`src/rtl/dcfr_pkg.sv`:
```
package dcfr_pkg;

	localparam int unsigned BUFFER_DEPTH_DEF = 256;

	// Item modes.
	localparam logic [1:0] MODE_RX      = 2'd0;
	localparam logic [1:0] MODE_READ    = 2'd1;
	localparam logic [1:0] MODE_RELEASE = 2'd2;

	// Configuration register indexes.
	localparam logic CFG_ACCEPT_WHILE_CONNECTING = 1'b0;
	localparam logic CFG_PREEMPT_SCAN            = 1'b1;

	// Framing characters.
	localparam logic [7:0] CH_SYNC = 8'h24;
	localparam logic [7:0] CH_CR   = 8'h0d;
	localparam logic [7:0] CH_LF   = 8'h0a;

	// Link activity codes that the gate looks at.
	localparam logic [3:0] ACT_IDLE    = 4'd0;
	localparam logic [3:0] ACT_CONNECT = 4'd1;
	localparam logic [3:0] ACT_SCAN    = 4'd4;

	// Status reported for one item, taken after the item has been applied.
	typedef struct packed {
		logic       done;
		logic       cr;
		logic       sync;
		logic [7:0] count;
		logic       act_rst;
		logic       ovf;
	} dcfr_status_t;

endpackage

```
`src/rtl/dcfr_ram.sv`:
```
module dcfr_ram import dcfr_pkg::*; #(
	parameter int unsigned DEPTH = BUFFER_DEPTH_DEF,
	parameter int unsigned AW    = $clog2(DEPTH)
) (
	input  logic          clk,
	input  logic          we,
	input  logic [AW-1:0] waddr,
	input  logic [7:0]    wdata,
	input  logic          re,
	input  logic [AW-1:0] raddr,
	output logic [7:0]    rdata
);

	logic [7:0] mem [DEPTH];

	always_ff @(posedge clk) begin
		if (we) begin
			mem[waddr] <= wdata;
		end
		if (re) begin
			rdata <= mem[raddr];
		end
	end

endmodule

```
`src/rtl/dcfr_ctrl.sv`:
```
module dcfr_ctrl import dcfr_pkg::*; #(
	parameter int unsigned DEPTH = BUFFER_DEPTH_DEF,
	parameter int unsigned CW    = $clog2(DEPTH)
) (
	input  logic          clk,
	input  logic          arst_n,
	input  logic          take,
	input  logic [1:0]    mode,
	input  logic [7:0]    rx_byte,
	input  logic [3:0]    link_activity,
	input  logic          cfg_we,
	input  logic          cfg_index,
	input  logic          cfg_data,
	output dcfr_status_t  status_nxt,
	output logic          mem_we,
	output logic [CW-1:0] mem_waddr,
	output logic [7:0]    mem_wdata
);

	localparam logic [CW-1:0] LAST = CW'(DEPTH - 1);

	logic          awc_q;
	logic          preempt_q;
	logic          sync_q;
	logic          cr_q;
	logic          done_q;
	logic [CW-1:0] cnt_q;

	logic          sync_d;
	logic          cr_d;
	logic          done_d;
	logic [CW-1:0] cnt_d;
	logic          act_rst;
	logic          ovf;
	logic          wr;
	logic          preempt_hit;
	logic          gate_open;
	logic [CW+7:0] cnt_ext;

	always_comb begin
		sync_d      = sync_q;
		cr_d        = cr_q;
		done_d      = done_q;
		cnt_d       = cnt_q;
		act_rst     = 1'b0;
		ovf         = 1'b0;
		wr          = 1'b0;
		preempt_hit = 1'b0;
		gate_open   = 1'b0;
		case (mode)
			MODE_RX: begin
				if (!done_q) begin
					if (rx_byte == CH_SYNC) begin
						sync_d = 1'b1;
						cnt_d  = '0;
						cr_d   = 1'b0;
					end
					if (sync_d) begin
						preempt_hit = preempt_q && (link_activity == ACT_SCAN);
						if (preempt_hit) begin
							act_rst = 1'b1;
							cnt_d   = '0;
							cr_d    = 1'b0;
						end
						gate_open = preempt_hit || (link_activity == ACT_IDLE) ||
							(awc_q && (link_activity == ACT_CONNECT));
						if (gate_open) begin
							if (cr_d) begin
								if (rx_byte != CH_LF) begin
									cnt_d = '0;
									cr_d  = 1'b0;
								end else begin
									done_d = 1'b1;
									sync_d = 1'b0;
								end
							end else if (rx_byte == CH_CR) begin
								cr_d = 1'b1;
							end else begin
								wr = 1'b1;
								if (cnt_d == LAST) begin
									ovf   = 1'b1;
									cnt_d = '0;
								end else begin
									cnt_d = cnt_d + 1'b1;
								end
							end
						end
					end
				end
			end
			MODE_RELEASE: begin
				done_d = 1'b0;
				cr_d   = 1'b0;
				sync_d = 1'b0;
				cnt_d  = '0;
			end
			default: begin
			end
		endcase
	end

	// The write address is the count before the increment; every path that
	// stores a byte leaves the earlier clears already folded into it, so take
	// it from the same point of the update.
	logic [CW-1:0] waddr;
	always_comb begin
		waddr = cnt_q;
		if ((rx_byte == CH_SYNC) || preempt_hit || cr_q) begin
			waddr = '0;
		end
	end

	assign cnt_ext   = {8'd0, cnt_d};
	assign mem_we    = take && wr;
	assign mem_waddr = waddr;
	assign mem_wdata = rx_byte;

	assign status_nxt.done    = done_d;
	assign status_nxt.cr      = cr_d;
	assign status_nxt.sync    = sync_d;
	assign status_nxt.count   = cnt_ext[7:0];
	assign status_nxt.act_rst = act_rst;
	assign status_nxt.ovf     = ovf;

	always_ff @(posedge clk or negedge arst_n) begin
		if (!arst_n) begin
			awc_q     <= 1'b0;
			preempt_q <= 1'b1;
			sync_q    <= 1'b0;
			cr_q      <= 1'b0;
			done_q    <= 1'b0;
			cnt_q     <= '0;
		end else begin
			if (cfg_we) begin
				case (cfg_index)
					CFG_ACCEPT_WHILE_CONNECTING: awc_q <= cfg_data;
					CFG_PREEMPT_SCAN:            preempt_q <= cfg_data;
					default: begin
					end
				endcase
			end
			if (take) begin
				sync_q <= sync_d;
				cr_q   <= cr_d;
				done_q <= done_d;
				cnt_q  <= cnt_d;
			end
		end
	end

endmodule

```
`src/rtl/dollar_crlf_frame_receiver_top.sv`:
```
// Line receiver that frames serial bytes between a '$' and a CR LF pair and
// keeps the line in an on-chip buffer of BUFFER_DEPTH bytes. Every accepted
// input beat gives exactly one result beat: mode 0 feeds a received byte,
// mode 1 reads back a stored byte at read_index (0 outside the buffer), mode 2
// releases a finished frame and clears the status, and mode 3 just reports
// the status. The block takes one beat per clock cycle for as long as the
// result side keeps up; a result passes stage one and the output register.
// The frame flags and the fill count are updated in the cycle of acceptance,
// while the line buffer is a single memory with one write port, used by the
// received byte in that same cycle, and one registered read port, whose data
// is ready in the following stage. A result that is not taken waits in an
// output register while the next beat is already being worked on. The two
// configuration registers are written through cfg_we, cfg_index and
// cfg_data; write them only while no beat is in flight.
module dollar_crlf_frame_receiver_top import dcfr_pkg::*; #(
	parameter int unsigned BUFFER_DEPTH = BUFFER_DEPTH_DEF
) (
	input  logic       clk,
	input  logic       arst_n,
	input  logic       in_valid,
	output logic       in_ready,
	input  logic [1:0] mode,
	input  logic [7:0] rx_byte,
	input  logic [3:0] link_activity,
	input  logic [7:0] read_index,
	output logic       out_valid,
	input  logic       out_ready,
	output logic       frame_done,
	output logic       cr_seen,
	output logic [7:0] byte_count,
	output logic       in_sync,
	output logic [7:0] read_data,
	output logic       activity_reset,
	output logic       overflowed,
	input  logic       cfg_we,
	input  logic       cfg_index,
	input  logic       cfg_data
);

	localparam int unsigned AW = $clog2(BUFFER_DEPTH);

	logic          take;
	logic          s1_adv;
	dcfr_status_t  status_nxt;
	logic          mem_we;
	logic [AW-1:0] mem_waddr;
	logic [7:0]    mem_wdata;
	logic          mem_re;
	logic [AW-1:0] mem_raddr;
	logic [7:0]    mem_rdata;
	logic [AW+7:0] ridx_ext;
	logic          ridx_ok;

	logic          valid_s1;
	dcfr_status_t  status_s1;
	logic          rd_sel_s1;

	logic          out_valid_q;
	dcfr_status_t  status_q;
	logic [7:0]    rdata_q;

	// Stage one moves on whenever the output register is empty or drained.
	assign s1_adv   = valid_s1 && (!out_valid_q || out_ready);
	assign in_ready = !valid_s1 || !out_valid_q || out_ready;
	assign take     = in_valid && in_ready;

	dcfr_ctrl #(
		.DEPTH (BUFFER_DEPTH),
		.CW    (AW)
	) u_ctrl (
		.clk           (clk),
		.arst_n        (arst_n),
		.take          (take),
		.mode          (mode),
		.rx_byte       (rx_byte),
		.link_activity (link_activity),
		.cfg_we        (cfg_we),
		.cfg_index     (cfg_index),
		.cfg_data      (cfg_data),
		.status_nxt    (status_nxt),
		.mem_we        (mem_we),
		.mem_waddr     (mem_waddr),
		.mem_wdata     (mem_wdata)
	);

	// Read index may be narrower or wider than the buffer address; positions
	// at or past the end of the buffer read as zero.
	assign ridx_ext  = {{AW{1'b0}}, read_index};
	assign mem_raddr = ridx_ext[AW-1:0];
	assign ridx_ok   = (32'(read_index) < 32'(BUFFER_DEPTH));
	assign mem_re    = take && (mode == MODE_READ) && ridx_ok;

	// The read data register only loads on a read, so it holds while stage
	// one is stalled.
	dcfr_ram #(
		.DEPTH (BUFFER_DEPTH),
		.AW    (AW)
	) u_ram (
		.clk   (clk),
		.we    (mem_we),
		.waddr (mem_waddr),
		.wdata (mem_wdata),
		.re    (mem_re),
		.raddr (mem_raddr),
		.rdata (mem_rdata)
	);

	always_ff @(posedge clk or negedge arst_n) begin
		if (!arst_n) begin
			valid_s1    <= 1'b0;
			out_valid_q <= 1'b0;
		end else begin
			if (take) begin
				valid_s1 <= 1'b1;
			end else if (s1_adv) begin
				valid_s1 <= 1'b0;
			end
			if (s1_adv) begin
				out_valid_q <= 1'b1;
			end else if (out_ready) begin
				out_valid_q <= 1'b0;
			end
		end
	end

	always_ff @(posedge clk) begin
		if (take) begin
			status_s1 <= status_nxt;
			rd_sel_s1 <= mem_re;
		end
		if (s1_adv) begin
			status_q <= status_s1;
			rdata_q  <= rd_sel_s1 ? mem_rdata : 8'd0;
		end
	end

	assign out_valid      = out_valid_q;
	assign frame_done     = status_q.done;
	assign cr_seen        = status_q.cr;
	assign byte_count     = status_q.count;
	assign in_sync        = status_q.sync;
	assign read_data      = rdata_q;
	assign activity_reset = status_q.act_rst;
	assign overflowed     = status_q.ovf;

	// A completed frame drops sync.
	assert property (@(posedge clk) disable iff (!arst_n)
		out_valid |-> !(frame_done && in_sync))
		else $error("frame done while still in sync");

	// The CR flag is only ever set while synced, and stays on into done.
	assert property (@(posedge clk) disable iff (!arst_n)
		(out_valid && cr_seen) |-> (in_sync || frame_done))
		else $error("CR flag without sync");

	// An overflow wraps the count to zero.
	assert property (@(posedge clk) disable iff (!arst_n)
		(out_valid && overflowed) |-> (byte_count == 8'd0))
		else $error("overflow without count wrap");

	// A preempted scan clears the CR flag, so that byte cannot end a frame.
	assert property (@(posedge clk) disable iff (!arst_n)
		(out_valid && activity_reset) |-> !frame_done)
		else $error("frame completed on a preempting byte");

endmodule

```
`config.mk`:
```
export PLATFORM = sky130hd
export DESIGN_NAME = dollar_crlf_frame_receiver_top
export DESIGN_NICKNAME = d
export VERILOG_FILES = /design/src/rtl/dcfr_pkg.sv /design/src/rtl/dcfr_ram.sv /design/src/rtl/dcfr_ctrl.sv /design/src/rtl/dollar_crlf_frame_receiver_top.sv
export SDC_FILE = /design/constraint.sdc
export NUM_CORES = 2
export LEC_CHECK = 0
export BUFFER_PORTS_ARGS = -buffer_cell sky130_fd_sc_hd__buf_2
export CAP_MARGIN = 20
export CORE_MARGIN = 2
export CORE_UTILIZATION = 45
export DETAILED_ROUTE_END_ITERATION = 12
export GPL_ROUTABILITY_DRIVEN = 0
export PLACE_DENSITY_LB_ADDON = 0.08
export SLEW_MARGIN = 10
export SYNTH_ARGS = -nofsm -noshare
export SYNTH_HDL_FRONTEND = slang
export SYNTH_SLANG_ARGS = --single-unit
```
`constraint.sdc`:
```
create_clock -name clk -period 2.7 [get_ports clk]
set_input_delay 0.54 -clock clk [delete_from_list [all_inputs] [get_ports clk]]
set_output_delay 0.54 -clock clk [all_outputs]
set_load 0.005 [all_outputs]
```
==> run_results.csv <==
group,metric,value,unit
die,row_count,156,
routing,first_iter_violations,4502,
global_routing,grt_util_met3,2.98,%
placement,dp_hpwl,151000,microns
global_routing,grt_max_degree,137,
die,die_h,431,microns
power_and_ir_drop,ir_drop,709,uV
worst_setup_path,crit_type,"input port to flop",
timing,fin_worst_skew,0.0418,ns
logic_synthesis,netlist_area,82100,sq um
global_routing,gr-max-usage-layer,"met2",
logic_synthesis,synth_area_leaders,"edfxtp_1, mux4_2, mux2i_1",
worst_setup_path,end_kind,"flop",
worst_setup_path,worstPathRequired,3.30,ns
logic_synthesis,synth.area.mux_share,14.0,%
routing,final_antenna_net_count,0,
routing,num_vias,43800,
logic_synthesis,synth_ff_type,"edfxtp_1",
timing,hold_violations,0,
logic_synthesis,synth.distinct_cells,80,
die,core_area,181000,sq um
clock_network,htreeDepth,4,
timing,slew_viol_final,0,
logic_synthesis,synth.most_common_cell,"edfxtp_1",
routing,avgRoutedWirePerCell,30.1,microns
die,die_width,431,microns
global_routing,grt_util_all_layers,24.4,%
clock_network,cts.clk_slew.worst_paths,0.06,ns
global_routing,grt_pass1_vias,44000,
timing,fin_setup_tns,-10.57,ns
clock_network,cts_made_buffers,216,
timing,worst_pin_slew,1.12,ns
placement,io_buffers,51,
placement,postPlaceCellArea,95300,sq um
global_routing,grt.overflow.total,0,
power_and_ir_drop,power.share.combinational,6.2,%
global_routing,use_met2,39.0,%
final_layout,drive_above_1_share,38.5,%
status,status,"finished, violations left",
logic_synthesis,synth_edf_count,2091,
power_and_ir_drop,internal-power,54.8,mW
global_routing,grt_pass1_wl,323000,microns
routing,via_per_inst,5.81,
logic_synthesis,synth_top_family_by_area,"multiplexers",
timing,fin_ws,-0.117,ns
logic_synthesis,synth_area_leader_cell,"edfxtp_1",
logic_synthesis,syn_area_per_cell,20.3,sq um
logic_synthesis,synthSimpleGateAreaFrac,3.19,%
logic_synthesis,syn-instance-count,4043,
clock_network,clk_path_buf_depth,3,
die,die_area,186000,sq um
routing,totalWireLength,227000,microns
logic_synthesis,synth_seq_cells,2106,
timing,max_slew_margin,25.3,%
power_and_ir_drop,p_per_area,675,nW/um^2
job,drv_cap,0,
global_routing,grtUsageMet1,35.9,%
power_and_ir_drop,p_leak,33.9,nW
logic_synthesis,synth_fa_ha_area_share,0.0152,%
status,violations,"setup timing",
timing,max_freq,0.355,GHz
final_layout,nFillCells,13600,
clock_network,cts-root-buf,"clkbuf_16",
timing,fin_crit,2.82,ns
logic_synthesis,syn_nets,4073,
clock_network,cts.sinks,2106,
worst_setup_path,start_kind,"input port",
logic_synthesis,yosys_warnings,0,
timing,rsz0062_at_grt,"yes",
logic_synthesis,synth_compound_area_share,4.17,%
logic_synthesis,synth-xor-area-share,0.0107,%
timing,period_share,104,%
final_layout,finalNetCount,5007,
global_routing,antenna_found_initial,4,
worst_setup_path,arrival,3.42,ns
die,ioPinCount,52,
logic_synthesis,synth_common_cells,"edfxtp_1, mux4_2, nor2_1, mux2i_1, a22oi_1",
die,start_util,45.4,%
routing,drc,0,
worst_setup_path,cp_max_fo,18,
logic_synthesis,seq_area_frac_synth,76.9,%
final_layout,syn2layout_area_growth,26.3,%
final_layout,fin_area,104000,sq um
logic_synthesis,synth_top_area_share,76.4,%
power_and_ir_drop,clkPwrFrac,42.3,%
clock_network,clock_latency,0.87,ns
hold_path,worstHoldPathType,"input port to flop",
power_and_ir_drop,power.switching,15.2,mW
power_and_ir_drop,p_sw_share,21.7,%
routing,drt_first_pass_iters,5,
power_and_ir_drop,p_seq_share,51.5,%
timing,setup-violations-final,445,
logic_synthesis,async_reset_ff_share,0.712,%
clock_network,cts_tree,"done",
registers in the layout, summed over array words and instances, names as in the netlist, 8 cells and up:
name and cells:
status_s1 13, byte_count 8, read_data 8, u_ram.mem 2048, u_ram.rdata 8, u_ctrl.cnt_q 8
final cells by class:
cell class                      count  area [sq um]  share of cell area [%]
Multi-Input combinational cell   1677         19500                    18.7
Timing Repair Buffer              960         11100                    10.6
Sequential cell                  2106         63200                    60.9
Clock buffer                      267          5700                    5.49
Clock inverter                    142          1370                    1.32
Tap cell                         2370          2970                    2.86
Inverter                           16          60.1                  0.0579
Antenna cell                        1          2.50                 0.00241
layout by cell type (no fill, tap or decap), types with 30 or more instances in the layout:
cell type  netlist  final
a21oi_1        102    101
a22oi_1        145    145
buf_12           0    273
buf_2           95     42
buf_4           38    561
buf_6           27     39
clkbuf_1        74     44
clkbuf_16        0    227
clkinv_1         1     44
clkinv_2         0     49
edfxtp_1      2091   2091
mux2i_1        205    205
mux4_2         417    417
nand2_1         80     71
nand3_1         42     30
nor2_1         288     65
nor2_2           1     30
nor2_4           0    194
nor3_1          35     30
o21ai_0         38     38
o221ai_1        36     36
o22ai_1         44     43
metal layers:
metal  part of all wire, %  vias up
li1                      -    18800
met1                    44    23400
met2                    48     1369
met3                   5.3      264
met4                   2.1        0
met5                     0        -
cells by family after synthesis:
| group | after synthesis |
|---|---|
| buffers and inverters | 260 |
| adder cells (fa/ha/maj) | 1 |
| flip-flops | 2106 |
| multiplexers | 625 |
| AND/OR/NAND/NOR | 563 |
| AO/OA/AOI/OAI | 487 |
| XOR/XNOR | 1 |
power by group through the flow:
stage | combinational [mW] | sequential, mW | clock [mW]
after floorplan | 1.87 | 36.7 | 0
after global placement | 4.25 | 36.7 | 0
after detailed placement | 4.28 | 36.7 | 0
after CTS | 4.32 | 36.1 | 30.2
after global routing | 4.60 | 36.0 | 31.4
final | 4.36 | 36.1 | 29.6
through the flow:
stage	setup slack, ns	total power, mW	utilization (%)	hold WS [ns]	instances
4_1_cts	-0.110	70.6	56.8	0.0409	7519
2_1_floorplan	-0.164	38.6	-	0.244	4043
3_3_place_gp	-1.18	41.0	52.6	0.408	7087
3_5_place_dp	-1.12	41.0	52.6	0.406	7089
6_report	-0.117	70.1	57.3	0.118	7539
5_1_grt	-0.178	72.1	57.3	0.103	7539
worst paths after layout:
kind                             startpoint           endpoint  slack (ns)  cells after the start
min in group asynchronous            arst_n      u_ctrl.sync_q        0.14                      2
hold reg to reg                status_s1[1]     activity_reset        0.43                      0
setup / recovery              read_index[0]     u_ram.rdata[4]       -0.12                     10
hold / removal                      mode[0]        u_ctrl.cr_q        0.12                      4
max in group asynchronous            arst_n   u_ctrl.preempt_q        2.23                      2
setup reg to reg           u_ctrl.preempt_q  u_ram.mem[110][6]       -0.07                     12
worst max-delay path: stages:
cell	delay (ns)
buf_8	0.27
buf_12	0.25
buf_12	0.18
mux4_2	0.52
a22oi_1	0.33
a21oi_1	0.14
buf_4	0.15
nor2_1	0.41
a211o_1	0.42
a211oi_1	0.09
repair_timing:
item | in CTS | in global routing
endpoints found under the setup margin | 1723 | 1695
setup buffers | 9 | 11
hold buffers | 11 | 0
gates cloned | 1 | 8
endpoints found under the hold margin | 24 | 0
gates resized for setup | 42 | 149
pin swaps | 18 | 72
Power figures use the tool's default switching activity.
